### src/rtl/mcit_pkg.sv
package mcit_pkg;

    // default field widths
    localparam int MCIT_COORD_BITS = 16;
    localparam int MCIT_FRAC_BITS  = 8;

    // contact distance after reset (0.5 in Q8.8)
    localparam int MCIT_CONTACT_RESET = 128;

    // result codes
    typedef enum logic [1:0] {
        OUT_OVERLAP = 2'd0,
        OUT_CONTACT = 2'd1,
        OUT_NONE    = 2'd2
    } outcome_t;

endpackage

### src/rtl/mcit_sqrt_cell.sv
// one digit of the integer square root: tries root bit BIT
module mcit_sqrt_cell
    import mcit_pkg::*;
#(
    parameter int NW  = 70,
    parameter int RW  = 34,
    parameter int BIT = 0,
    parameter int SW  = 70
)
(
    input  logic          clk,
    input  logic          rst_n,
    input  logic          en,
    input  logic          in_valid,
    input  logic [NW-1:0] in_rem,
    input  logic [RW-1:0] in_root,
    input  logic [SW-1:0] in_side,
    output logic          out_valid,
    output logic [NW-1:0] out_rem,
    output logic [RW-1:0] out_root,
    output logic [SW-1:0] out_side
);

    logic          valid_reg;
    logic [NW-1:0] rem_reg, rem_next;
    logic [RW-1:0] root_reg, root_next;
    logic [SW-1:0] side_reg;
    logic [NW-1:0] trial;
    logic          take;

    // (root + 2^BIT)^2 - root^2; root bits lie above BIT so OR is an add
    always_comb
    begin
        trial     = (NW'(in_root) << (BIT + 1)) | (NW'(1) << (2 * BIT));
        take      = (in_rem >= trial);
        rem_next  = take ? (in_rem - trial) : in_rem;
        root_next = take ? (in_root | (RW'(1) << BIT)) : in_root;
    end

    always_ff @(posedge clk or negedge rst_n)
    begin
        if (!rst_n)
        begin
            valid_reg <= 1'b0;
        end
        else if (en)
        begin
            valid_reg <= in_valid;
        end
    end

    always_ff @(posedge clk)
    begin
        if (en)
        begin
            rem_reg  <= rem_next;
            root_reg <= root_next;
            side_reg <= in_side;
        end
    end

    assign out_valid = valid_reg;
    assign out_rem   = rem_reg;
    assign out_root  = root_reg;
    assign out_side  = side_reg;

endmodule

### config.mk
export PLATFORM = sky130hd
export DESIGN_NAME = mcit_sqrt_cell
export DESIGN_NICKNAME = d
export VERILOG_FILES = /design/src/rtl/mcit_pkg.sv /design/src/rtl/mcit_sqrt_cell.sv
export SDC_FILE = /design/constraint.sdc
export NUM_CORES = 1
export LEC_CHECK = 0
export ABC_AREA = 0
export BUFFER_PORTS_ARGS = -buffer_cell sky130_fd_sc_hd__buf_2
export CELL_PAD_IN_SITES_DETAIL_PLACEMENT = 0
export CELL_PAD_IN_SITES_GLOBAL_PLACEMENT = 1
export CORE_ASPECT_RATIO = 1.2
export CORE_UTILIZATION = 40
export CTS_CLUSTER_SIZE = 12
export DETAILED_ROUTE_END_ITERATION = 8
export GPL_TIMING_DRIVEN = 0
export HOLD_SLACK_MARGIN = 0.15
export PLACE_DENSITY_LB_ADDON = 0.1
export SETUP_SLACK_MARGIN = 0.15
export SYNTH_ARGS = -nofsm -noshare
export SYNTH_HDL_FRONTEND = slang
export SYNTH_SLANG_ARGS = --single-unit
### constraint.sdc
create_clock -name clk -period 2.3 [get_ports clk]
set_clock_uncertainty 0.15 [all_clocks]
set_input_delay 0.115 -clock clk [delete_from_list [all_inputs] [get_ports clk]]
set_output_delay 0.115 -clock clk [all_outputs]
set_load 0.01 [all_outputs]
==> results of run 1 <==
## power groups by stage
stage / clock [mW] / sequential, mW / combinational, mW
CTS: 2.96 / 3.95 / 2.25
global placement: 0 / 4.03 / 1.67
detailed placement: 0 / 4.02 / 1.69
floorplan: 0 / 4.20 / 0.728
global route: 3.07 / 3.98 / 2.62
finish: 2.90 / 3.95 / 2.46
## synthesized netlist by cell type, types with 4 or more instances
| cell | n |
|---|---|
| a21o_1 | 12 |
| a21oi_1 | 82 |
| and2_1 | 4 |
| and3_1 | 4 |
| buf_2 | 8 |
| clkbuf_1 | 15 |
| edfxtp_1 | 174 |
| ha_1 | 35 |
| inv_1 | 49 |
| mux2_1 | 6 |
| nand2_1 | 45 |
| nand2b_1 | 7 |
| nand3_1 | 15 |
| nand4_1 | 19 |
| nor2_1 | 72 |
| nor2b_1 | 5 |
| nor3_1 | 11 |
| nor4_1 | 11 |
| o211ai_1 | 5 |
| o21a_1 | 4 |
| o21ai_0 | 21 |
| o21bai_1 | 10 |
| xnor2_1 | 49 |
| xor2_1 | 20 |
## how the worst max path moves through the flow
| stage | start | to | slack (ns) | depth (start not counted) |
|---|---|---|---|---|
| global placement | en | out_valid | -1.41 | 2 |
| CTS | in_root[0] | out_rem[69] | -0.09 | 12 |
| detailed placement | in_root[18] | out_rem[54] | -1.05 | 13 |
| global route | in_root[14] | out_rem[60] | -0.17 | 13 |
| floorplan | in_root[0] | out_rem[45] | -0.14 | 11 |
| finish | in_rem[38] | out_rem[69] | -0.12 | 12 |
## logic make-up (layout without fill, tap and decap cells)
family / Yosys count / in the layout / synth area share, %
simple gates: 220 / 220 / 13.18
flops: 175 / 175 / 59.81
compound gates: 157 / 157 / 10.82
buf+inv: 72 / 733 / 3.193
xor+xnor: 69 / 69 / 6.884
fa+ha+maj: 36 / 36 / 5.217
mux: 7 / 7 / 0.8979
other cells: 0 / 6 / 0
## per-layer routing
metal / part of all wire, % / vias to the layer above / global-route usage [%]
met5: 0.052 / - / 0
met4: 3.3 / 2 / 10.79
met3: 7.1 / 64 / 7.685
met2: 51 / 308 / 50.57
met1: 38 / 4041 / 31.59
li1: - / 4019 / -
## registers in the layout, indices dropped and copies added (netlist names)
signal     cells
out_side      70
out_rem       70
out_root      34
out_valid      1
## layout by cell type (no fill, tap or decap), types with 7 or more instances in the layout
cell type	count
nand3_2	10
buf_2	330
nor4_1	7
dlygate4sd3_1	202
o21bai_1	8
a21o_1	12
buf_4	53
xnor2_1	44
nor3_1	9
ha_4	31
buf_12	9
nand4_1	19
o21ai_0	11
nor2_4	26
a21oi_1	34
nand2_1	41
a21oi_2	39
buf_6	33
buf_8	12
inv_2	17
nor2_2	9
clkbuf_16	18
xor2_1	20
edfxtp_1	174
nor2_1	37
buf_16	7
a21oi_4	9
inv_1	28
## final cells by class
class | count | area [µm²] | share of cell area (%)
flip-flops and latches | 175 | 5250 | 32.81
well taps | 274 | 342.8 | 2.143
plain buffers | 23 | 342.8 | 2.143
repair buffers | 629 | 4731 | 29.57
inverters | 49 | 196.4 | 1.228
diodes | 6 | 15.01 | 0.09384
clock inverters | 14 | 162.7 | 1.017
multi-input cells | 489 | 4531 | 28.32
clock buffers | 18 | 429.2 | 2.682
## stage by stage
step	instances	utilization [%]	hold slack, ns	TNS (ns)
after global placement	1361	52.11	-0.2587	-275.87
after detailed placement	1362	52.29	-0.2592	-55.67
after floorplan	736	-	-0.3306	-3.899
final	1677	73.97	-0.1485	-1.263
after CTS	1639	70.56	-0.1719	-0.8165
after global routing	1674	73.94	-0.1498	-4.502
## what timing repair did
item / in CTS / in global routing
endpoints found under the hold margin: 237 / 8
gates cloned: 6 / 0
setup endpoints to repair: 69 / 70
pin swaps: 61 / 51
gates resized for setup: 212 / 101
setup buffers: 44 / 25
hold buffers: 195 / 7
==> impl_metrics.env, run 1 <==
export IMPL_path_buf_inv=3
export IMPL_fin_crit_ns=2.416
export IMPL_p_per_area_nw_per_um2=581.7
export IMPL_fmax_mhz=413.9
export IMPL_cpMaxStageDelayCell="or4_4"
export IMPL_dr_pass1_iters=8
export IMPL_min_from="in_rem[0]"
export IMPL_maxSlewViolCount=0
export IMPL_dpl_hpwl_mm=22.18
export IMPL_crit_family="simple AND/OR/NAND/NOR gates"
export IMPL_yosysWarnings=0
export IMPL_clk_pin_slew_ns=0.07
export IMPL_r2r_end="out_valid"
export IMPL_detail_route_drc_violations=0
export IMPL_power_total_mw=9.308
export IMPL_die_h_um=164.3
export IMPL_avgSynthCellArea_um2=11.93
export IMPL_cp_max_fo=5
export IMPL_core_area_um2=21630
export IMPL_area_delta_synth_final_pct=82.27
export IMPL_rsz0062_at_grt="yes"
export IMPL_yosysTopAreaCell="edfxtp_1"
export IMPL_clk_latency_ns=0.44
export IMPL_yosysTopAreaCellShare_pct=59.52
export IMPL_internal_power_mw=6.578
export IMPL_slowest_delay_ns=0.56
export IMPL_power_frac_seq_pct=42.5
export IMPL_cap_violations=0
export IMPL_ys_types=59
export IMPL_clkPwrFrac_pct=31.1
export IMPL_critPathCaptureType="register"
export IMPL_wl_per_cell_um=19.59
export IMPL_fin_crit_sh_pct=105.0
export IMPL_min_to="out_rem[0]"
export IMPL_p_leak_nw=6.574
export IMPL_ant_nets=0
export IMPL_r2r_cells=1
export IMPL_required_ns=2.33
export IMPL_cts_buffers=17
export IMPL_port_buffer_count=351
export IMPL_critPathLaunchType="primary input"
export IMPL_hold_class="in -> reg"
export IMPL_rrSetupSlack_ns=1.41
export IMPL_worst_pin_slew_ns=0.8779
export IMPL_cp_common_cell="nand3_2"
export IMPL_path_cells="buf_2 > or4_4 > and4bb_4 > nand4_1 > nand3_2 > nor2b_4 > and2_4 > buf_8 > a211oi_4 > buf_6 > nand3_2 > xnor2_1"
export IMPL_root_buffer="clkbuf_16"
export IMPL_synth_edf_count=174
export IMPL_rows=59
export IMPL_clock_sinks=175
export IMPL_pre_cts_ws_ns=-1.051
export IMPL_slew_headroom_pct=41.15
export IMPL_arrival_ns=2.44
export IMPL_ys_async_sr_fraction_pct=0.5714
export IMPL_num_vias=8434
export IMPL_critical_path_class="in -> reg"
export IMPL_synth_seq_cells=175
export IMPL_status="finished, violations left"
export IMPL_n_fill_cell=1529
export IMPL_hold_depth=2
export IMPL_clockBufferDepth=2
export IMPL_final_nets=1598
export IMPL_post_drt_via_cell_ratio=5.029
export IMPL_synth_seq_area_share_pct=59.81
export IMPL_pin_count=353
export IMPL_cts_htree_levels=4
export IMPL_drt_wl_total_mm=32.85
export IMPL_p_sw_mw=2.730
export IMPL_layout_drive_gt1_share_pct=50.04
export IMPL_power_frac_comb_pct=26.4
export IMPL_antenna_found_initial=5
export IMPL_cts_tree="done"
export IMPL_violations="hold timing, setup timing"
export IMPL_finalInstanceArea_um2=16000
export IMPL_setup_viol=35
export IMPL_vdd_ir_drop_max_mv=0.4676
export IMPL_yosys_most_used_dff="edfxtp_1"
export IMPL_syn_area_um2=8778
export IMPL_grt_pass1_wl_mm=46.82
export IMPL_worst_slack_ns=-0.1159
export IMPL_holdWs_ns=-0.1485
export IMPL_swShare_pct=29.33
export IMPL_grt_max_degree=115
export IMPL_first_iter_violations=401
export IMPL_rr_startpoint="out_valid"
export IMPL_start_util_pct=40.59
export IMPL_gp_congestion=0.8404
export IMPL_die_area_um2=22550
export IMPL_syn_num_nets=950
export IMPL_grt_pass1_vias=8451
export IMPL_synthTopCellsByArea="edfxtp_1 60%, ha_1 5.0%, xnor2_1 4.9%, a21oi_1 4.7%, nor2_1 3.1%"
export IMPL_die_w_um=137.2
export IMPL_gr_usage_all_layers_pct=28.27
export IMPL_hold_viol_final=2
export IMPL_place_area_um2=11310
export IMPL_syn_inst=736
export IMPL_grt_overflow=0
Power figures use the tool's default switching activity.
==> run 2, diff against run 1 <==
--- a/config.mk
+++ b/config.mk
@@ -15,7 +15,7 @@
 export DETAILED_ROUTE_END_ITERATION = 8
 export GPL_TIMING_DRIVEN = 0
 export HOLD_SLACK_MARGIN = 0.15
-export PLACE_DENSITY_LB_ADDON = 0.1
+export PLACE_DENSITY = 0.91
 export SETUP_SLACK_MARGIN = 0.15
 export SYNTH_ARGS = -nofsm -noshare
 export SYNTH_HDL_FRONTEND = slang
==> run 2 against run 1 <==
  * Non-clock buffer count grew 4
  * Utilization grew 0.65 points
  * The flow finishes with violations (DRC, hold timing, setup timing)
  * Worst setup slack got worse by 0.24 ns
  * Wire length grew 17%
  * Worst hold slack improved by 0.031 ns
  * Cell count grew 0.30%
  * First-iteration DRC count grew 83%
==> impl_metrics.env, run 2 (same netlist as run 1, synthesis figures left out) <==
export IMPL_final_cell_mix="323 x buf_2, 199 x dlygate4sd3_1, 174 x edfxtp_1"
export IMPL_slowest_delay_ns=0.40
export IMPL_fin_crit_sh_pct=115.7
export IMPL_grt_max_degree=110
export IMPL_path_cells="buf_8 > fa_2 > nand2b_4 > a21oi_4 > o211ai_1 > a21oi_2 > o21bai_4 > and2_4 > buf_6 > a211oi_4 > buf_6 > nand3_4 > xnor2_4"
export IMPL_cts_htree_levels=4
export IMPL_holdWs_ns=-0.1179
export IMPL_worst_pin_slew_ns=0.9593
export IMPL_detail_route_drc_violations=2
export IMPL_cts_buffers=17
export IMPL_cts_tree="done"
export IMPL_rows=59
export IMPL_dpl_hpwl_mm=21.70
export IMPL_cpMaxStageDelayCell="fa_2"
export IMPL_seqCellArea_um2=5250
export IMPL_setup_viol=48
export IMPL_slew_headroom_pct=35.70
export IMPL_antenna_found_initial=6
export IMPL_die_area_um2=22550
export IMPL_cap_violations=0
export IMPL_grt_pass1_wl_mm=50.94
export IMPL_ant_nets=0
export IMPL_post_drt_via_cell_ratio=5.452
export IMPL_final_cells=1682
export IMPL_path_buf_inv=3
export IMPL_drt_wl_total_mm=38.32
export IMPL_arrival_ns=2.75
export IMPL_root_buffer="clkbuf_16"
export IMPL_pre_cts_ws_ns=-1.111
export IMPL_cp_max_fo=4
export IMPL_start_util_pct=40.59
export IMPL_clk_latency_ns=0.44
export IMPL_hold_class="in -> reg"
export IMPL_multi_input_area_um2=4572
export IMPL_fmax_mhz=375.8
export IMPL_placed_cells=1362
export IMPL_power_total_mw=9.628
export IMPL_required_ns=2.39
export IMPL_tns_ns=-4.193
export IMPL_violations="DRC, hold timing, setup timing"
export IMPL_final_nets=1602
export IMPL_clock_sinks=175
export IMPL_n_fill_cell=1274
export IMPL_layout_drive_gt1_share_pct=49.82
export IMPL_layout_commonest_cell="buf_2"
export IMPL_gp_congestion=0.8434
export IMPL_area_delta_synth_final_pct=83.88
export IMPL_dr_pass1_iters=9
export IMPL_fin_crit_ns=2.661
export IMPL_grt_overflow=0
export IMPL_clk_pin_slew_ns=0.08
export IMPL_grt_pass1_vias=9218
export IMPL_p_per_area_nw_per_um2=596.5
export IMPL_cp_common_cell="buf_6"
export IMPL_rsz0062_at_grt="yes"
export IMPL_first_iter_violations=734
export IMPL_core_area_um2=21630
export IMPL_critPathCaptureType="register"
export IMPL_critPathLaunchType="primary input"
export IMPL_hold_viol_final=1
export IMPL_port_buffer_count=351
export IMPL_critical_path_class="in -> reg"
export IMPL_wl_per_cell_um=22.78
export IMPL_status="finished, violations left"
export IMPL_vdd_ir_drop_max_mv=0.5054
export IMPL_num_vias=9170
export IMPL_clockBufferDepth=2
export IMPL_worst_slack_ns=-0.3608
export IMPL_maxSlewViolCount=0
export IMPL_gr_usage_all_layers_pct=30.69
export IMPL_pin_count=353
export IMPL_crit_family="compound AO/OA/AOI/OAI gates"
export IMPL_die_w_um=137.2
export IMPL_die_h_um=164.3
export IMPL_p_leak_nw=6.661
run 2: repair_timing:
action / 4_1_cts / 5_1_grt
buffers inserted: 50 / 26
endpoints found under the setup margin: 70 / 70
hold endpoints to repair: 240 / 4
hold buffers: 196 / 3
pin swaps: 63 / 58
gates cloned: 5 / 1
gates resized for setup: 200 / 113
run 2: through the flow:
| step | utilization [%] | hold slack (ns) | cell area, µm² |
|---|---|---|---|
| floorplan | - | -0.3306 | 9173 |
| global placement | 52.11 | -0.2608 | 11270 |
| detailed placement | 52.29 | -0.2585 | 11310 |
| CTS | 70.78 | -0.1355 | 15310 |
| global route | 74.59 | -0.09803 | 16130 |
| finish | 74.63 | -0.1179 | 16140 |
run 2: per-layer routing:
metal  GRT usage (%)  vias to the layer above  wire (µm)
met2           54.06                      555      19130
met3           8.981                      192       3484
met1           32.21                     4397      13300
li1                -                     4026          -
met5               0                        -          0
met4           17.73                        0       2406
run 2: cell type report:
| type | count | area share [%] |
|---|---|---|
| clock buffer | 17 | 2.635 |
| timing repair buffer | 633 | 29.74 |
| sequential | 175 | 32.52 |
| tap | 274 | 2.124 |
| antenna | 7 | 0.1085 |
| inverter | 49 | 1.170 |
| multi-input combinational | 489 | 28.32 |
| buffer | 23 | 2.155 |
| clock inverter | 15 | 1.217 |
run 2: power breakdown:
part | switching, mW | leakage, nW | internal, mW
clock network | 1.52 | 0.298 | 1.58
logic | 1.30 | 4.65 | 1.26
registers | 0.0898 | 1.71 | 3.88
total | 2.91 | 6.66 | 6.72
run 2: final timing paths:
kind	from	slack, ns	end	depth (start not counted)
worst max-delay path	in_root[0]	-0.36	out_rem[69]	13
worst min-delay path	in_rem[1]	-0.12	out_rem[1]	3
worst max register to register	out_valid	0.81	out_valid	2
worst min register to register	out_valid	0.95	out_valid	2
max in group asynchronous	rst_n	1.52	out_valid	3
min in group asynchronous	rst_n	0.38	out_valid	3
run 2: worst register-to-register path, cell delays in order, from the launching register on:
cell and delay [ns]:
dfrtp_1 0.39, mux2_2 0.28, dlygate4sd3_1 0.56
==> run 3, diff against run 2 <==
--- a/config.mk
+++ b/config.mk
@@ -10,12 +10,12 @@
 export CELL_PAD_IN_SITES_DETAIL_PLACEMENT = 0
 export CELL_PAD_IN_SITES_GLOBAL_PLACEMENT = 1
 export CORE_ASPECT_RATIO = 1.2
-export CORE_UTILIZATION = 40
+export CORE_UTILIZATION = 37
 export CTS_CLUSTER_SIZE = 12
 export DETAILED_ROUTE_END_ITERATION = 8
 export GPL_TIMING_DRIVEN = 0
 export HOLD_SLACK_MARGIN = 0.15
-export PLACE_DENSITY = 0.91
+export PLACE_DENSITY = 0.85
 export SETUP_SLACK_MARGIN = 0.15
 export SYNTH_ARGS = -nofsm -noshare
 export SYNTH_HDL_FRONTEND = slang
==> constraint.sdc (replaced) <==
create_clock -name clk -period 3 [get_ports clk]
set_clock_uncertainty 0.15 [all_clocks]
set_input_delay 0.15 -clock clk [delete_from_list [all_inputs] [get_ports clk]]
set_output_delay 0.15 -clock clk [all_outputs]
set_load 0.01 [all_outputs]
==> run 3 against run 2 <==
  * The flow now finishes without violations
  * Worst setup slack better by 0.64 ns
  * Wire length is 19% lower
  * Utilization is 16 points lower
  * Combinational power is 43% lower
  * Critical endpoint is now out_rem[45]
  * Sequential share of layout area is 6.1 points higher
  * Sequential cell count stayed put
  * Register-to-register slack better by 1.3 ns
  * Cell count is 3.0% lower
  * Largest cell class unchanged
  * Die area is 8.0% higher
  * Largest power group unchanged
==> impl_metrics.env, run 3 (same netlist as run 1, synthesis figures left out) <==
export IMPL_status="completed"
export IMPL_critical_path_class="in -> reg"
export IMPL_die_h_um=170.7
export IMPL_p_sw_mw=1.941
export IMPL_die_w_um=142.6
export IMPL_pin_count=353
export IMPL_grt_pass1_vias=8179
export IMPL_startpoint="in_rem[43]"
export IMPL_detail_route_drc_violations=0
export IMPL_rows=61
export IMPL_gr_usage_all_layers_pct=25.11
export IMPL_grt_overflow=0
export IMPL_clockBufferDepth=2
export IMPL_start_util_pct=37.83
export IMPL_crit_family="simple AND/OR/NAND/NOR gates"
export IMPL_dr_pass1_iters=5
export IMPL_finish_utilization_pct=58.62
export IMPL_final_cells=1631
export IMPL_cap_violations=0
export IMPL_hold_class="in -> reg"
export IMPL_clk_latency_ns=0.43
export IMPL_gp_congestion=0.8920
export IMPL_critPathCaptureType="register"
export IMPL_cpMaxStageDelayCell="dlygate4sd3_1"
export IMPL_critPathLaunchType="primary input"
export IMPL_grt_pass1_wl_mm=45.20
export IMPL_power_total_mw=6.687
export IMPL_slew_headroom_pct=22.08
export IMPL_internal_power_mw=4.746
export IMPL_dpl_hpwl_mm=21.02
export IMPL_swShare_pct=29.03
export IMPL_clock_sinks=175
export IMPL_first_iter_violations=405
export IMPL_fmax_mhz=367.4
export IMPL_fin_crit_sh_pct=90.72
export IMPL_maxSlewViolCount=0
export IMPL_num_vias=8142
export IMPL_required_ns=3.04
export IMPL_worst_pin_slew_ns=1.160
export IMPL_layout_commonest_cell="buf_2"
export IMPL_min_from="in_rem[44]"
export IMPL_clkPwrFrac_pct=32.7
export IMPL_wl_per_cell_um=19.04
export IMPL_cts_tree="done"
export IMPL_fin_crit_ns=2.721
export IMPL_layout_drive_gt1_share_pct=34.25
export IMPL_ant_nets=0
export IMPL_hold_viol_final=0
export IMPL_antenna_found_initial=6
export IMPL_vdd_ir_drop_max_mv=0.4100
export IMPL_root_buffer="clkbuf_16"
export IMPL_path_cells="dlygate4sd3_1 > buf_2 > nor3_4 > and4bb_2 > nand4_1 > nand3_2 > nor2b_4 > and2_1 > buf_2 > a211oi_4 > nand3_1 > xnor2_1"
export IMPL_arrival_ns=2.76
export IMPL_rsz0062_at_grt="yes"
export IMPL_grt_max_degree=98
export IMPL_slowest_delay_ns=0.53
export IMPL_cp_max_fo=5
export IMPL_placed_cells=1403
export IMPL_final_cell_mix="356 x buf_2, 184 x dlygate4sd3_1, 174 x edfxtp_1"
export IMPL_p_per_area_nw_per_um2=491.6
export IMPL_core_area_um2=23200
export IMPL_port_buffer_count=351
export IMPL_finalInstanceArea_um2=13600
export IMPL_rr_startpoint="out_valid"
export IMPL_place_area_um2=10970
export IMPL_post_drt_via_cell_ratio=4.992
export IMPL_cts_htree_levels=4
export IMPL_drt_wl_total_mm=31.06
export IMPL_tns_ns=0
export IMPL_clk_pin_slew_ns=0.07
export IMPL_die_area_um2=24350
export IMPL_area_delta_synth_final_pct=54.95
export IMPL_cts_buffers=17
export IMPL_power_frac_comb_pct=21.9
export IMPL_cp_common_cell="buf_2"
export IMPL_p_leak_nw=5.772
export IMPL_path_buf_inv=3
export IMPL_power_frac_seq_pct=45.4
export IMPL_final_nets=1512
export IMPL_setup_viol=0
run 3: stage by stage:
step | hold slack [ns] | setup slack (ns)
6_report | 0.1771 | 0.2785
5_1_grt | 0.1943 | 0.08255
3_3_place_gp | -0.2253 | -0.7358
3_5_place_dp | -0.2226 | -0.5778
2_1_floorplan | -0.2956 | 0.3171
4_1_cts | 0.1589 | 0.1702
run 3: path summary, 6_finish.rpt:
kind,end,slack (ns),depth (start not counted)
max in group asynchronous,out_valid,2.14,3
hold reg to reg,out_valid,0.37,1
min in group asynchronous,out_valid,0.45,3
hold / removal,out_rem[45],0.18,5
setup reg to reg,out_valid,2.10,1
setup / recovery,out_rem[45],0.28,12
run 3: power groups by stage:
stage | Clock [mW] | Sequential, mW | Combinational [mW]
3_3_place_gp | 0 | 3.08 | 1.19
4_1_cts | 2.22 | 3.03 | 1.41
2_1_floorplan | 0 | 3.22 | 0.483
5_1_grt | 2.31 | 3.06 | 1.58
6_report | 2.19 | 3.03 | 1.47
3_5_place_dp | 0 | 3.08 | 1.20
run 3: timing repair:
| item | in CTS | in global routing |
|---|---|---|
| gates resized for setup | 7 | 50 |
| setup buffers | 4 | 3 |
| endpoints found under the hold margin | 253 | 0 |
| pin swaps | 3 | 8 |
| endpoints found under the setup margin | 62 | 58 |
| hold buffers | 184 | 0 |
run 3: area by class of cell:
cell class / count / area, µm²
antenna: 5 / 12.51
buffer: 23 / 117.6
clock buffer: 17 / 425.4
clock inverter: 15 / 146.4
fill: 1934 / 9600
inverter: 49 / 183.9
multi-input combinational: 489 / 3383
sequential: 175 / 5250
tap: 315 / 394.1
timing repair buffer: 543 / 3689
run 3: tightest hold or removal path, cell delays in order:
cell     delay, ns
buf_2         0.12
or4_1         0.11
nor2_1        0.06
nand3_1       0.10
xnor2_1       0.11
run 3: per-layer routing:
layer	share of wire [%]	vias up	GRT usage (%)	wire, µm
met3	7.8	61	7.221	2411
met5	0.042	-	0	13
met1	39	3890	27.93	11960
met4	3.2	2	10.43	996
met2	50	339	44.65	15680
li1	-	3850	-	-
