## src/rtl/mcit_pkg.sv

```systemverilog
package mcit_pkg;

    // default field widths
    localparam int MCIT_COORD_BITS = 16;
    localparam int MCIT_FRAC_BITS  = 8;

    // contact distance after reset (0.5 in Q8.8)
    localparam int MCIT_CONTACT_RESET = 128;

    // result codes
    typedef enum logic [1:0] {
        OUT_OVERLAP = 2'd0,
        OUT_CONTACT = 2'd1,
        OUT_NONE    = 2'd2
    } outcome_t;

endpackage

```

## src/rtl/mcit_div_cell.sv

```systemverilog
// one restoring division step: quotient bit BIT
module mcit_div_cell
    import mcit_pkg::*;
#(
    parameter int RW  = 60,
    parameter int DW  = 35,
    parameter int QW  = 17,
    parameter int BIT = 0
)
(
    input  logic          clk,
    input  logic          rst_n,
    input  logic          en,
    input  logic          in_valid,
    input  logic [RW-1:0] in_rem,
    input  logic [DW-1:0] in_den,
    input  logic [QW-1:0] in_quo,
    input  logic [1:0]    in_code,
    output logic          out_valid,
    output logic [RW-1:0] out_rem,
    output logic [DW-1:0] out_den,
    output logic [QW-1:0] out_quo,
    output logic [1:0]    out_code
);

    logic          valid_reg;
    logic [RW-1:0] rem_reg, rem_next;
    logic [DW-1:0] den_reg;
    logic [QW-1:0] quo_reg, quo_next;
    logic [1:0]    code_reg;
    logic [RW-1:0] trial;
    logic          take;

    always_comb
    begin
        trial    = RW'(in_den) << BIT;
        take     = (in_rem >= trial);
        rem_next = take ? (in_rem - trial) : in_rem;
        quo_next = take ? (in_quo | (QW'(1) << BIT)) : in_quo;
    end

    always_ff @(posedge clk or negedge rst_n)
    begin
        if (!rst_n)
        begin
            valid_reg <= 1'b0;
        end
        else if (en)
        begin
            valid_reg <= in_valid;
        end
    end

    always_ff @(posedge clk)
    begin
        if (en)
        begin
            rem_reg  <= rem_next;
            den_reg  <= in_den;
            quo_reg  <= quo_next;
            code_reg <= in_code;
        end
    end

    assign out_valid = valid_reg;
    assign out_rem   = rem_reg;
    assign out_den   = den_reg;
    assign out_quo   = quo_reg;
    assign out_code  = code_reg;

endmodule

```

## config.mk

```make
export PLATFORM = sky130hd
export DESIGN_NAME = mcit_div_cell
export DESIGN_NICKNAME = d
export VERILOG_FILES = /design/src/rtl/mcit_pkg.sv /design/src/rtl/mcit_div_cell.sv
export SDC_FILE = /design/constraint.sdc
export NUM_CORES = 1
export LEC_CHECK = 0
export BUFFER_PORTS_ARGS = -buffer_cell sky130_fd_sc_hd__buf_2
export CORE_UTILIZATION = 55
export DETAILED_ROUTE_END_ITERATION = 7
export PLACE_DENSITY = 0.94
export SLEW_MARGIN = 10
export SYNTH_ARGS = -nofsm -noshare
export SYNTH_HDL_FRONTEND = slang
export SYNTH_SLANG_ARGS = --single-unit
```

## constraint.sdc

```tcl
create_clock -name clk -period 1 [get_ports clk]
set_input_delay 0.2 -clock clk [delete_from_list [all_inputs] [get_ports clk]]
set_output_delay 0.2 -clock clk [all_outputs]
set_load 0.05 [all_outputs]
```

==> load_flow_metrics.sql, run 1 <==
INSERT INTO impl_metrics (metric_group, metric, value, unit) VALUES
('outcome', 'outcome', 'stopped before the end', ''),
('outcome', 'lastStage', 'clock tree synthesis (4_1_cts)', ''),
('outcome', 'error', '[ERROR DPL-0038] Utilization greater than 100%, impossible to legalize', ''),
('clocking', 'max-clock-path-buffers', '2', ''),
('clocking', 'htree_num_levels', '4', ''),
('yosys', 'synth_cell_type_count', '65', ''),
('clocking', 'cts.repair_timing.setup_buffer_count', '24', ''),
('yosys', 'synth-seq-cells', '115', ''),
('placement', 'pre_cts_setup_slack', '-1.860', 'ns'),
('yosys', 'synth.top_cells.by_area', 'sky130_fd_sc_hd__edfxtp_1 50%, sky130_fd_sc_hd__ha_1 6.4%, sky130_fd_sc_hd__a21oi_1 5.1%', ''),
('placement', 'post-dp-hpwl', '19.53', 'mm'),
('placement', 'place_area', '0.01009', 'sq mm'),
('yosys', 'cell_area_after_synthesis', '0.006813', 'sq mm'),
('placement', 'placed_cells_incl_taps', '1238', ''),
('floorplanning', 'total_i_o_pin_count', '233', ''),
('yosys', 'syn_avg_cell_area', '10.45', 'sq um'),
('floorplanning', 'die-height', '113.3', 'microns'),
('clocking', 'cts_root_buf', 'sky130_fd_sc_hd__clkbuf_16', ''),
('yosys', 'synthDominantCellAreaShare', '0.5025', ''),
('clocking', 'cts_resized', '392', ''),
('clocking', 'cts.sinks', '115', ''),
('floorplanning', 'fp.dieW', '113.3', 'microns'),
('placement', 'place_congestion', '0.9447', ''),
('floorplanning', 'initial_core_util', '0.5648', ''),
('yosys', 'synth_sequential_area_ratio', '0.5062', ''),
('clocking', 'cts-buffers-inserted', '17', ''),
('floorplanning', 'row_count', '40', ''),
('yosys', 'synth_fp_nets', '806', ''),
('yosys', 'dominantRegCellSynth', 'sky130_fd_sc_hd__edfxtp_1', ''),
('yosys', 'synth-edff-count', '114', ''),
('clocking', 'cts-hold-fix-buffers', '47', ''),
('placement', 'numPortBuffers', '232', ''),
('yosys', 'proportion_of_synthesized_flip_flops_having_asynchronous_set_or_reset', '0.008696', ''),
('yosys', 'synthesis.instances', '652', ''),
('yosys', 'yosysTopAreaCell', 'sky130_fd_sc_hd__edfxtp_1', ''),
('yosys', 'yosys_warnings', '0', '');
cell usage after synthesis (6+ instances only):
cell and instances:
sky130_fd_sc_hd__edfxtp_1 114, sky130_fd_sc_hd__xnor2_1 38, sky130_fd_sc_hd__nand3_1 20, sky130_fd_sc_hd__o21ai_0 28, sky130_fd_sc_hd__clkbuf_1 14, sky130_fd_sc_hd__o21a_1 6, sky130_fd_sc_hd__inv_1 49, sky130_fd_sc_hd__nor2_1 69
sky130_fd_sc_hd__nor4_1 10, sky130_fd_sc_hd__a21o_1 12, sky130_fd_sc_hd__a31oi_1 7, sky130_fd_sc_hd__nand2_1 42, sky130_fd_sc_hd__ha_1 35, sky130_fd_sc_hd__xor2_1 17, sky130_fd_sc_hd__nor3_1 11, sky130_fd_sc_hd__nand4_1 16
sky130_fd_sc_hd__a21oi_1 69
stage by stage:
stage                     hold WS (ns)  TNS (ns)  utilization
after floorplan               -0.09559    -88.18            -
after detailed placement      -0.02424   -107.95       0.8369
after global placement        -0.02570   -103.61       0.8369
kinds of logic after synthesis:
logic type      after synthesis  synth area share
simple gates                208            0.1517
flops                       115            0.5062
mux                           6           0.01267
xor+xnor                     55           0.07071
compound gates              158            0.1438
fa+ha+maj                    36           0.06722
buf+inv                      74           0.04775
==> run 2, diff against run 1 <==
- CORE_UTILIZATION: 55 -> 40
- PLACE_DENSITY: 0.94 -> default
- PLACE_DENSITY_LB_ADDON: default -> 0.15
==> load_flow_metrics.sql, run 2 <==
INSERT INTO impl_metrics (metric_group, metric, value, unit) VALUES
('clocking', 'cts-buffers-inserted', '17', ''),
('yosys', 'cell_area_after_synthesis', '0.006813', 'sq mm'),
('routing', 'wl_per_cell', '17.79', 'microns'),
('finish', 'drive_above_1_share', '0.5631', ''),
('timing', 'fmax', '421.6', 'MHz'),
('routing', 'route.detailed.drc', '0', ''),
('power', 'power.sequential.fraction', '0.305', ''),
('global_routing', 'grt_start_max_net_pins', '46', ''),
('timing', 'finalHoldViolCount', '0', ''),
('timing', 'holdWs', '0.03426', 'ns'),
('yosys', 'syn_avg_cell_area', '10.45', 'sq um'),
('outcome', 'outcome', 'finished, violations left', ''),
('placement', 'numPortBuffers', '232', ''),
('timing', 'setup_slack', '-1.372', 'ns'),
('finish', 'largest_reg_flops', '60', ''),
('timing', 'max_slew_margin', '0.6142', ''),
('finish', 'fillerInstances', '1081', ''),
('finish', 'mostFrequentLayoutCells', '227 x sky130_fd_sc_hd__buf_4, 139 x sky130_fd_sc_hd__buf_6, 114 x sky130_fd_sc_hd__edfxtp_1', ''),
('clocking', 'clk_latency', '0.42', 'ns'),
('global_routing', 'grtUsageTotal', '0.2863', ''),
('yosys', 'yosys_warnings', '0', ''),
('finish', 'area_delta_synth_final', '91.22', '%'),
('finish', 'post-route-util', '0.7856', ''),
('yosys', 'cell_with_the_most_instances_after_synthesis', 'sky130_fd_sc_hd__edfxtp_1', ''),
('clocking', 'cts.sinks', '115', ''),
('timing', 'setup-violations-final', '176', ''),
('floorplanning', 'initial_core_util', '0.4108', ''),
('flow_run', 'max_cap_viols', '0', ''),
('hold_path', 'hold_path_class', 'primary input to register', ''),
('placement', 'place_congestion', '0.9174', ''),
('timing', 'tightest_slew', '0.5726', 'ns'),
('timing', 'slew_violations', '0', ''),
('clocking', 'cts_root_buf', 'sky130_fd_sc_hd__clkbuf_16', ''),
('power', 'final_total_power', '20.38', 'mW'),
('floorplanning', 'total_i_o_pin_count', '233', ''),
('power', 'pwr-share-comb', '0.351', ''),
('yosys', 'top_cells_by_instance_count_after_synthesis', '114 x sky130_fd_sc_hd__edfxtp_1, 69 x sky130_fd_sc_hd__a21oi_1, 69 x sky130_fd_sc_hd__nor2_1', ''),
('clocking', 'max-clock-path-buffers', '2', ''),
('power', 'cellInternalPower', '13.62', 'mW'),
('yosys', 'synthDominantCellAreaShare', '0.5025', ''),
('power', 'worst_ir_drop_vdd', '1.226', 'mV'),
('yosys', 'synthesis.instances', '652', ''),
('timing', 'finalCritPeriodShare', '2.372', ''),
('yosys', 'synth_cell_type_count', '65', ''),
('power', 'p_sw', '6.753', 'mW'),
('timing', 'grt_setup_unrepaired', 'yes', ''),
('routing', 'drt_iter0_drc', '375', ''),
('power', 'power_leakage', '5.716', 'nW'),
('timing', 'min_period', '2.372', 'ns'),
('power', 'power.share.switching', '0.3314', ''),
('yosys', 'synth-edff-count', '114', ''),
('yosys', 'synth.top_cells.by_area', 'sky130_fd_sc_hd__edfxtp_1 50%, sky130_fd_sc_hd__ha_1 6.4%, sky130_fd_sc_hd__a21oi_1 5.1%', ''),
('floorplanning', 'die-height', '132.5', 'microns'),
('placement', 'place_area', '0.01024', 'sq mm'),
('finish', 'finalNetCount', '1329', ''),
('floorplanning', 'fp.dieArea', '0.01756', 'sq mm'),
('placement', 'post-dp-hpwl', '17.69', 'mm'),
('floorplanning', 'row_count', '47', ''),
('routing', 'post_drt_via_cell_ratio', '5.094', ''),
('routing', 'detail_route.first_pass.iterations', '5', ''),
('global_routing', 'grt_pass1_vias', '7640', ''),
('finish', 'antenna_cells', '0', ''),
('routing', 'num_vias', '7172', ''),
('critical_path', 'worst_setup_path_end_kind', 'register', ''),
('critical_path', 'critPathRequiredTime', '1.17', 'ns'),
('critical_path', 'crit_type', 'primary input to register', ''),
('power', 'clockPowerShare', '0.344', ''),
('global_routing', 'grt_first_pass_wirelength', '39.25', 'mm'),
('critical_path', 'worst_ep_arrival_time', '2.54', 'ns'),
('clocking', 'htree_num_levels', '4', ''),
('critical_path', 'worst_setup_path_start_kind', 'primary input', ''),
('yosys', 'proportion_of_synthesized_flip_flops_having_asynchronous_set_or_reset', '0.008696', ''),
('timing', 'fin_setup_tns', '-97.59', 'ns'),
('global_routing', 'grt_remaining_overflow', '0', ''),
('yosys', 'synth_fp_nets', '806', ''),
('timing', 'finalClockSkew', '0', 'ns'),
('finish', 'layout.cells.most_common', 'sky130_fd_sc_hd__buf_4', ''),
('outcome', 'violated_checks', 'negative setup slack', ''),
('clocking', 'clock_transition_at_path_regs', '0.06', 'ns'),
('routing', 'route.final.wire_length', '25.05', 'mm'),
('finish', 'final_area', '0.01303', 'sq mm'),
('critical_path', 'path_max_fanout', '20', ''),
('floorplanning', 'core_region_area', '0.01658', 'sq mm'),
('clocking', 'clock_tree_from_tritoncts', 'yes', ''),
('yosys', 'dominantRegCellSynth', 'sky130_fd_sc_hd__edfxtp_1', ''),
('power', 'cellPowerDensity', '1564', 'mW/mm^2'),
('global_routing', 'number_of_antenna_violations_at_the_first_check_in_global_routing', '0', ''),
('yosys', 'synth-seq-cells', '115', ''),
('yosys', 'synth_sequential_area_ratio', '0.5062', ''),
('floorplanning', 'fp.dieW', '132.5', 'microns'),
('yosys', 'yosysTopAreaCell', 'sky130_fd_sc_hd__edfxtp_1', ''),
('routing', 'route.antenna.remaining_nets', '0', '');
[run 2: cells by family (layout without fill, tap and decap cells)]
family | Yosys count | in the layout | synth area share
AO/OA/AOI/OAI | 158 | 158 | 0.1438
XOR/XNOR | 55 | 55 | 0.07071
buffers and inverters | 74 | 610 | 0.04775
multiplexers | 6 | 6 | 0.01267
adder cells (fa/ha/maj) | 36 | 36 | 0.06722
flip-flops | 115 | 115 | 0.5062
AND/OR/NAND/NOR | 208 | 208 | 0.1517
[run 2: critical path, stage by stage]
cell and delay [ns]:
sky130_fd_sc_hd__buf_6 0.09, sky130_fd_sc_hd__or4_4 0.54, sky130_fd_sc_hd__or3_4 0.37, sky130_fd_sc_hd__or3_4 0.35, sky130_fd_sc_hd__nor2_2 0.09, sky130_fd_sc_hd__and4_4 0.26
sky130_fd_sc_hd__nand2_4 0.13, sky130_fd_sc_hd__buf_12 0.20, sky130_fd_sc_hd__mux2_4 0.31
[run 2: stage by stage]
step	worst slack, ns	std cells
2_1_floorplan	-1.527	652
3_3_place_gp	-1.862	1306
3_5_place_dp	-1.881	1306
4_1_cts	-1.319	1402
5_1_grt	-1.415	1408
6_report	-1.372	1408
[run 2: final cells by class]
cell class	instances	area [sq um]	share of cell area
timing repair buffer	529	4568	0.3507
multi-input combinational	463	3859	0.2962
sequential	115	3448	0.2647
clock buffer	17	425.4	0.03265
tap	220	275.3	0.02113
clock inverter	15	240.2	0.01844
inverter	49	211.5	0.01623
[run 2: what timing repair did]
item	4_1_cts	5_1_grt
buffers inserted	12	7
resized for setup	320	55
hold endpoints to repair	51	0
gates cloned	2	1
hold buffers	51	0
pin swaps	40	15
setup endpoints to repair	176	176
[run 2: routing by layer]
metal,track usage,vias to the layer above,wire (microns)
met5,0,-,0
met4,0.1022,0,577
met3,0.05441,45,1088
met2,0.5208,239,13200
met1,0.3346,3435,10190
li1,-,3453,-
[run 2: worst paths after layout]
kind                                  from     endpoint  depth (start not counted)  slack (ns)
worst max-delay path            in_rem[54]  out_rem[29]                          9       -1.37
worst min-delay path             in_quo[0]   out_quo[0]                          2        0.03
worst max register to register   out_valid    out_valid                          2        0.09
worst min register to register   out_valid    out_valid                          2        0.66
max in group asynchronous            rst_n    out_valid                          2        0.79
min in group asynchronous            rst_n    out_valid                          2        0.13
[run 2: power by group through the flow]
stage	Sequential [mW]	Combinational, mW	Clock, mW
CTS	6.20	6.90	7.02
finish	6.21	7.16	7.01
global route	6.25	7.52	7.28
global placement	6.15	5.79	0
floorplan	8.00	1.82	0
detailed placement	6.16	5.85	0
(Power assumes the default switching activity.)
==> run 3, diff against run 2 <==
- GPL_TIMING_DRIVEN: default -> 0
- REMOVE_ABC_BUFFERS: default -> 1
==> load_flow_metrics.sql, run 3 (synthesis results as in run 2) <==
INSERT INTO impl_metrics (metric_group, metric, value, unit) VALUES
('routing', 'route.detailed.drc', '0', ''),
('finish', 'finalNetCount', '1170', ''),
('routing', 'post_drt_via_cell_ratio', '5.446', ''),
('routing', 'detail_route.first_pass.iterations', '6', ''),
('timing', 'finalCritPeriodShare', '2.393', ''),
('global_routing', 'number_of_antenna_violations_at_the_first_check_in_global_routing', '1', ''),
('critical_path', 'crit_top_cell', 'sky130_fd_sc_hd__buf_12', ''),
('critical_path', 'r2r_setup_slack', '0.24', 'ns'),
('finish', 'area_delta_synth_final', '80.97', '%'),
('finish', 'combined_flip_flop_and_latch_cell_area', '0.003448', 'sq mm'),
('finish', 'mostFrequentLayoutCells', '144 x sky130_fd_sc_hd__buf_6, 114 x sky130_fd_sc_hd__edfxtp_1, 92 x sky130_fd_sc_hd__buf_2', ''),
('critical_path', 'crit_type', 'primary input to register', ''),
('finish', 'largest_reg_flops', '60', ''),
('clocking', 'cts-buffers-inserted', '17', ''),
('routing', 'route.final.wire_length', '24.64', 'mm'),
('timing', 'setup_slack', '-1.393', 'ns'),
('finish', 'final_area', '0.01233', 'sq mm'),
('routing', 'route.antenna.remaining_nets', '0', ''),
('clocking', 'htree_num_levels', '4', ''),
('hold_path', 'whs_endpoint', 'out_valid', ''),
('placement', 'place_area', '0.008142', 'sq mm'),
('clocking', 'clock_tree_from_tritoncts', 'yes', ''),
('critical_path', 'cp.buffers_inverters', '4', ''),
('critical_path', 'timing.critical_path.slowest_stage_cell', 'sky130_fd_sc_hd__or4_4', ''),
('critical_path', 'worst_setup_path_end_kind', 'register', ''),
('finish', 'multi_input_area', '0.004395', 'sq mm'),
('critical_path', 'cells_along_the_critical_path', 'buf_6 -> inv_4 -> ha_4 -> nand4_1 -> or4_4 -> o31ai_4 -> o211ai_4 -> buf_12 -> buf_12 -> nand2_8 -> and4b_1 -> o211ai_1', ''),
('floorplanning', 'die-height', '132.5', 'microns'),
('timing', 'setup-violations-final', '176', ''),
('critical_path', 'crit-reg2reg-capture', 'out_valid', ''),
('timing', 'finalClockSkew', '0', 'ns'),
('critical_path', 'worst_ep_arrival_time', '2.56', 'ns'),
('global_routing', 'grt_start_max_net_pins', '47', ''),
('floorplanning', 'fp.dieW', '132.5', 'microns'),
('clocking', 'cts_root_buf', 'sky130_fd_sc_hd__clkbuf_16', ''),
('routing', 'num_vias', '6808', ''),
('flow_run', 'max_cap_viols', '0', ''),
('floorplanning', 'fp.dieArea', '0.01756', 'sq mm'),
('placement', 'place_congestion', '0.8597', ''),
('critical_path', 'crit-reg2reg-launch', 'out_valid', ''),
('clocking', 'clock_transition_at_path_regs', '0.06', 'ns'),
('routing', 'wl_per_cell', '19.71', 'microns'),
('finish', 'final-instance-count-excl-fill', '1250', ''),
('global_routing', 'grt_pass1_vias', '7037', ''),
('timing', 'tightest_slew', '0.6335', 'ns'),
('timing', 'finalHoldViolCount', '0', ''),
('power', 'power_leakage', '4.941', 'nW'),
('outcome', 'outcome', 'finished, violations left', ''),
('floorplanning', 'total_i_o_pin_count', '233', ''),
('finish', 'layout.cells.most_common', 'sky130_fd_sc_hd__buf_6', ''),
('hold_path', 'min_delay_path_depth', '2', ''),
('power', 'worst_ir_drop_vdd', '1.107', 'mV'),
('global_routing', 'grt_first_pass_wirelength', '37.34', 'mm'),
('timing', 'holdWs', '0.01263', 'ns'),
('timing', 'min_period', '2.393', 'ns'),
('floorplanning', 'row_count', '47', ''),
('timing', 'max_slew_margin', '0.5740', ''),
('critical_path', 'rr_worst_depth', '1', ''),
('critical_path', 'path_max_fanout', '7', ''),
('routing', 'drt_iter0_drc', '536', ''),
('placement', 'pre_cts_setup_slack', '-2.978', 'ns'),
('global_routing', 'grtUsageTotal', '0.2789', ''),
('timing', 'grt_setup_unrepaired', 'yes', ''),
('timing', 'fmax', '417.9', 'MHz'),
('floorplanning', 'core_region_area', '0.01658', 'sq mm'),
('power', 'cellPowerDensity', '1546', 'mW/mm^2'),
('placement', 'placed_cells_incl_taps', '1080', ''),
('critical_path', 'worst_setup_path_start_kind', 'primary input', ''),
('finish', 'fillerInstances', '1115', ''),
('placement', 'numPortBuffers', '232', ''),
('placement', 'post-dp-hpwl', '14.38', 'mm'),
('timing', 'slew_violations', '0', ''),
('global_routing', 'grt_remaining_overflow', '0', ''),
('floorplanning', 'initial_core_util', '0.4108', ''),
('clocking', 'clk_latency', '0.42', 'ns'),
('clocking', 'cts.sinks', '115', ''),
('outcome', 'violated_checks', 'negative setup slack', ''),
('clocking', 'max-clock-path-buffers', '2', ''),
('hold_path', 'hold_path_class', 'primary input to register', ''),
('hold_path', 'hold_path.startpoint', 'in_valid', ''),
('critical_path', 'maximum_cell_stage_delay_along_the_critical_path', '0.62', 'ns'),
('critical_path', 'setup.worst_path.start', 'in_den[12]', ''),
('finish', 'drive_above_1_share', '0.5258', ''),
('critical_path', 'critPathRequiredTime', '1.16', 'ns'),
('critical_path', 'path_delay_family', 'simple AND/OR/NAND/NOR gates', '');
-- run 3: stage by stage --
stage | power (mW) | util | setup TNS, ns
global placement | 10.76 | 0.4889 | -328.19
detailed placement | 10.79 | 0.4909 | -179.65
global route | 19.69 | 0.7435 | -106.59
floorplan | 9.498 | - | -107.88
finish | 19.07 | 0.7435 | -100.58
CTS | 18.73 | 0.7159 | -99.86
-- run 3: final cells by class --
cell class / instances / share of cell area
antenna: 1 / 0.0002030
clock buffer: 17 / 0.03450
clock inverter: 15 / 0.01400
inverter: 49 / 0.01614
multi-input combinational: 470 / 0.3565
sequential: 115 / 0.2797
tap: 220 / 0.02233
timing repair buffer: 363 / 0.2766
-- run 3: routing by layer --
layer	track usage	wire length (microns)
met1	0.3365	10100
met2	0.4860	12340
met3	0.05441	1391
met4	0.1162	805
met5	0	0
-- run 3: power breakdown --
| part | total [mW] | internal, mW | leakage (nW) | switching (mW) |
|---|---|---|---|---|
| clock | 6.23 | 3.74 | 0.294 | 2.49 |
| sequential | 6.21 | 5.96 | 1.13 | 0.249 |
| combinational | 6.63 | 2.73 | 3.52 | 3.89 |
-- run 3: worst max path at each step --
stage | end | slack [ns] | depth (start not counted)
6_report | out_rem[50] | -1.39 | 12
4_1_cts | out_rem[46] | -1.39 | 12
3_3_place_gp | out_rem[24] | -2.96 | 12
5_1_grt | out_rem[54] | -1.44 | 12
2_1_floorplan | out_rem[50] | -2.08 | 9
3_5_place_dp | out_rem[24] | -2.98 | 12
-- run 3: repair_timing --
item | 4_1_cts | 5_1_grt
gates cloned | 10 | 0
setup buffers | 61 | 16
gates resized for setup | 465 | 94
endpoints found under the setup margin | 177 | 176
endpoints found under the hold margin | 54 | 0
pin swaps | 59 | 47
hold buffers | 54 | 0
==> run 4, diff against run 3 <==
- CORE_MARGIN: default -> 1.5
- SLEW_MARGIN: 10 -> 20
==> load_flow_metrics.sql, run 4 (synthesis results as in run 2) <==
INSERT INTO impl_metrics (metric_group, metric, value, unit) VALUES
('outcome', 'outcome', 'finished, violations left', ''),
('outcome', 'violated_checks', 'negative setup slack', ''),
('global_routing', 'grt_pass1_vias', '7000', ''),
('finish', 'drive_above_1_share', '0.5355', ''),
('clocking', 'max-clock-path-buffers', '2', ''),
('global_routing', 'number_of_antenna_violations_at_the_first_check_in_global_routing', '0', ''),
('power', 'clockPowerShare', '0.324', ''),
('global_routing', 'grt_remaining_overflow', '0', ''),
('timing', 'min_period', '2.367', 'ns'),
('global_routing', 'grt_first_pass_wirelength', '37.49', 'mm'),
('clocking', 'cts-buffers-inserted', '17', ''),
('routing', 'route.antenna.remaining_nets', '0', ''),
('floorplanning', 'row_count', '47', ''),
('routing', 'route.detailed.drc', '0', ''),
('flow_run', 'max_cap_viols', '0', ''),
('critical_path', 'critPathRequiredTime', '1.16', 'ns'),
('placement', 'pre_cts_setup_slack', '-2.574', 'ns'),
('timing', 'setup-violations-final', '176', ''),
('critical_path', 'worst_setup_path_end_kind', 'register', ''),
('floorplanning', 'total_i_o_pin_count', '233', ''),
('routing', 'drt_iter0_drc', '473', ''),
('clocking', 'clk_latency', '0.41', 'ns'),
('global_routing', 'grtUsageTotal', '0.2766', ''),
('timing', 'finalClockSkew', '0', 'ns'),
('power', 'cellInternalPower', '12.52', 'mW'),
('timing', 'max_slew_margin', '0.5921', ''),
('hold_path', 'min_delay_path_depth', '1', ''),
('critical_path', 'rr_worst_depth', '2', ''),
('finish', 'area_delta_synth_final', '82.77', '%'),
('routing', 'route.final.wire_length', '25.71', 'mm'),
('finish', 'fillerInstances', '1084', ''),
('finish', 'layout.cells.most_common', 'sky130_fd_sc_hd__buf_6', ''),
('hold_path', 'hold_path_class', 'primary input to register', ''),
('finish', 'multi_input_area', '0.004417', 'sq mm'),
('timing', 'setup_slack', '-1.367', 'ns'),
('finish', 'mostFrequentLayoutCells', '148 x sky130_fd_sc_hd__buf_6, 114 x sky130_fd_sc_hd__edfxtp_1, 81 x sky130_fd_sc_hd__buf_2', ''),
('timing', 'fmax', '422.5', 'MHz'),
('floorplanning', 'fp.dieW', '133.5', 'microns'),
('power', 'cellPowerDensity', '1540', 'mW/mm^2'),
('power', 'power.share.switching', '0.3472', ''),
('clocking', 'cts.sinks', '115', ''),
('finish', 'finalNetCount', '1183', ''),
('routing', 'num_vias', '6931', ''),
('clocking', 'clock_tree_from_tritoncts', 'yes', ''),
('finish', 'post-route-util', '0.7509', ''),
('floorplanning', 'initial_core_util', '0.4108', ''),
('critical_path', 'crit_type', 'primary input to register', ''),
('finish', 'antenna_cells', '0', ''),
('timing', 'grt_setup_unrepaired', 'yes', ''),
('timing', 'tightest_slew', '0.6063', 'ns'),
('routing', 'post_drt_via_cell_ratio', '5.492', ''),
('critical_path', 'worst_ep_arrival_time', '2.53', 'ns'),
('timing', 'finalHoldViolCount', '0', ''),
('finish', 'combined_flip_flop_and_latch_cell_area', '0.003448', 'sq mm'),
('routing', 'wl_per_cell', '20.37', 'microns'),
('power', 'power.sequential.fraction', '0.324', ''),
('floorplanning', 'core_region_area', '0.01658', 'sq mm'),
('power', 'final_total_power', '19.17', 'mW'),
('floorplanning', 'fp.dieArea', '0.01782', 'sq mm'),
('clocking', 'clock_transition_at_path_regs', '0.06', 'ns'),
('critical_path', 'path_max_fanout', '7', ''),
('global_routing', 'grt_start_max_net_pins', '45', ''),
('timing', 'slew_violations', '0', ''),
('placement', 'numPortBuffers', '232', ''),
('power', 'power_leakage', '4.992', 'nW'),
('power', 'pwr-share-comb', '0.353', ''),
('timing', 'finalCritPeriodShare', '2.367', ''),
('clocking', 'cts_root_buf', 'sky130_fd_sc_hd__clkbuf_16', ''),
('timing', 'holdWs', '0.007298', 'ns'),
('critical_path', 'worst_setup_path_start_kind', 'primary input', ''),
('power', 'p_sw', '6.657', 'mW'),
('power', 'worst_ir_drop_vdd', '1.169', 'mV'),
('clocking', 'htree_num_levels', '4', ''),
('placement', 'place_congestion', '0.8849', ''),
('placement', 'post-dp-hpwl', '14.70', 'mm'),
('floorplanning', 'die-height', '133.5', 'microns'),
('finish', 'largest_reg_flops', '60', ''),
('routing', 'detail_route.first_pass.iterations', '5', '');
-- run 4: cell count changes in the layout (fill, tap and decap cells not counted), sizes merged --
cell	change
nand2	+4
nor2	+1
dlygate4sd3	-2
clkinv	-2
buf	+10
inv	+2
diode	-1
-- run 4: timing repair --
item / CTS / global route
resized for setup: 460 / 120
hold buffers: 52 / 0
pin swaps: 49 / 45
buffers inserted: 65 / 22
endpoints found under the hold margin: 52 / 0
cloned: 13 / 0
endpoints found under the setup margin: 177 / 176
-- run 4: through the flow --
step,TNS (ns),cells,cell area (sq um)
2_1_floorplan,-107.88,627,6671
3_5_place_dp,-163.97,1080,8147
6_report,-97.09,1262,12450
4_1_cts,-97.18,1242,11810
3_3_place_gp,-324.18,1079,8108
5_1_grt,-103.93,1262,12450
-- run 4: final timing paths --
kind,from,endpoint,slack (ns)
max,in_rem[54],out_rem[36],-1.37
min,in_den[1],out_den[1],0.007
max reg2reg,out_valid,out_valid,0.10
min reg2reg,out_valid,out_valid,0.65
max in group asynchronous,rst_n,out_valid,0.83
min in group asynchronous,rst_n,out_valid,0.08
-- run 4: worst max-delay path, cell delays in order --
cell and delay, ns:
sky130_fd_sc_hd__buf_6 0.09, sky130_fd_sc_hd__or4_4 0.52, sky130_fd_sc_hd__or3_4 0.35, sky130_fd_sc_hd__or3_4 0.35
sky130_fd_sc_hd__nor2_4 0.12, sky130_fd_sc_hd__and4_4 0.30, sky130_fd_sc_hd__and3b_2 0.32, sky130_fd_sc_hd__buf_6 0.15
sky130_fd_sc_hd__xor2_1 0.13
-- run 4: power by group through the flow --
| stage | Combinational, mW | Sequential [mW] | Clock (mW) |
|---|---|---|---|
| 6_report | 6.76 | 6.21 | 6.20 |
| 5_1_grt | 7.06 | 6.26 | 6.45 |
| 4_1_cts | 6.26 | 6.20 | 6.28 |
| 3_5_place_dp | 4.66 | 6.16 | 0 |
| 3_3_place_gp | 4.61 | 6.17 | 0 |
| 2_1_floorplan | 1.50 | 8.00 | 0 |
-- run 4: metal layers --
layer  global-route usage  share of wire  vias to the layer above
li1                     -              -                     3189
met3              0.06088          0.070                       39
met1               0.3378           0.40                     3355
met2               0.4882           0.52                      348
met4              0.08514          0.014                        0
met5                    0              0                        -
-- run 4: area by class of cell --
| class | instances | area share |
|---|---|---|
| Clock buffer | 17 | 0.03416 |
| Inverter | 49 | 0.01578 |
| Multi-Input combinational cell | 475 | 0.3547 |
| Tap cell | 220 | 0.02211 |
| Clock inverter | 15 | 0.01357 |
| Timing Repair Buffer | 371 | 0.2828 |
| Sequential cell | 115 | 0.2769 |
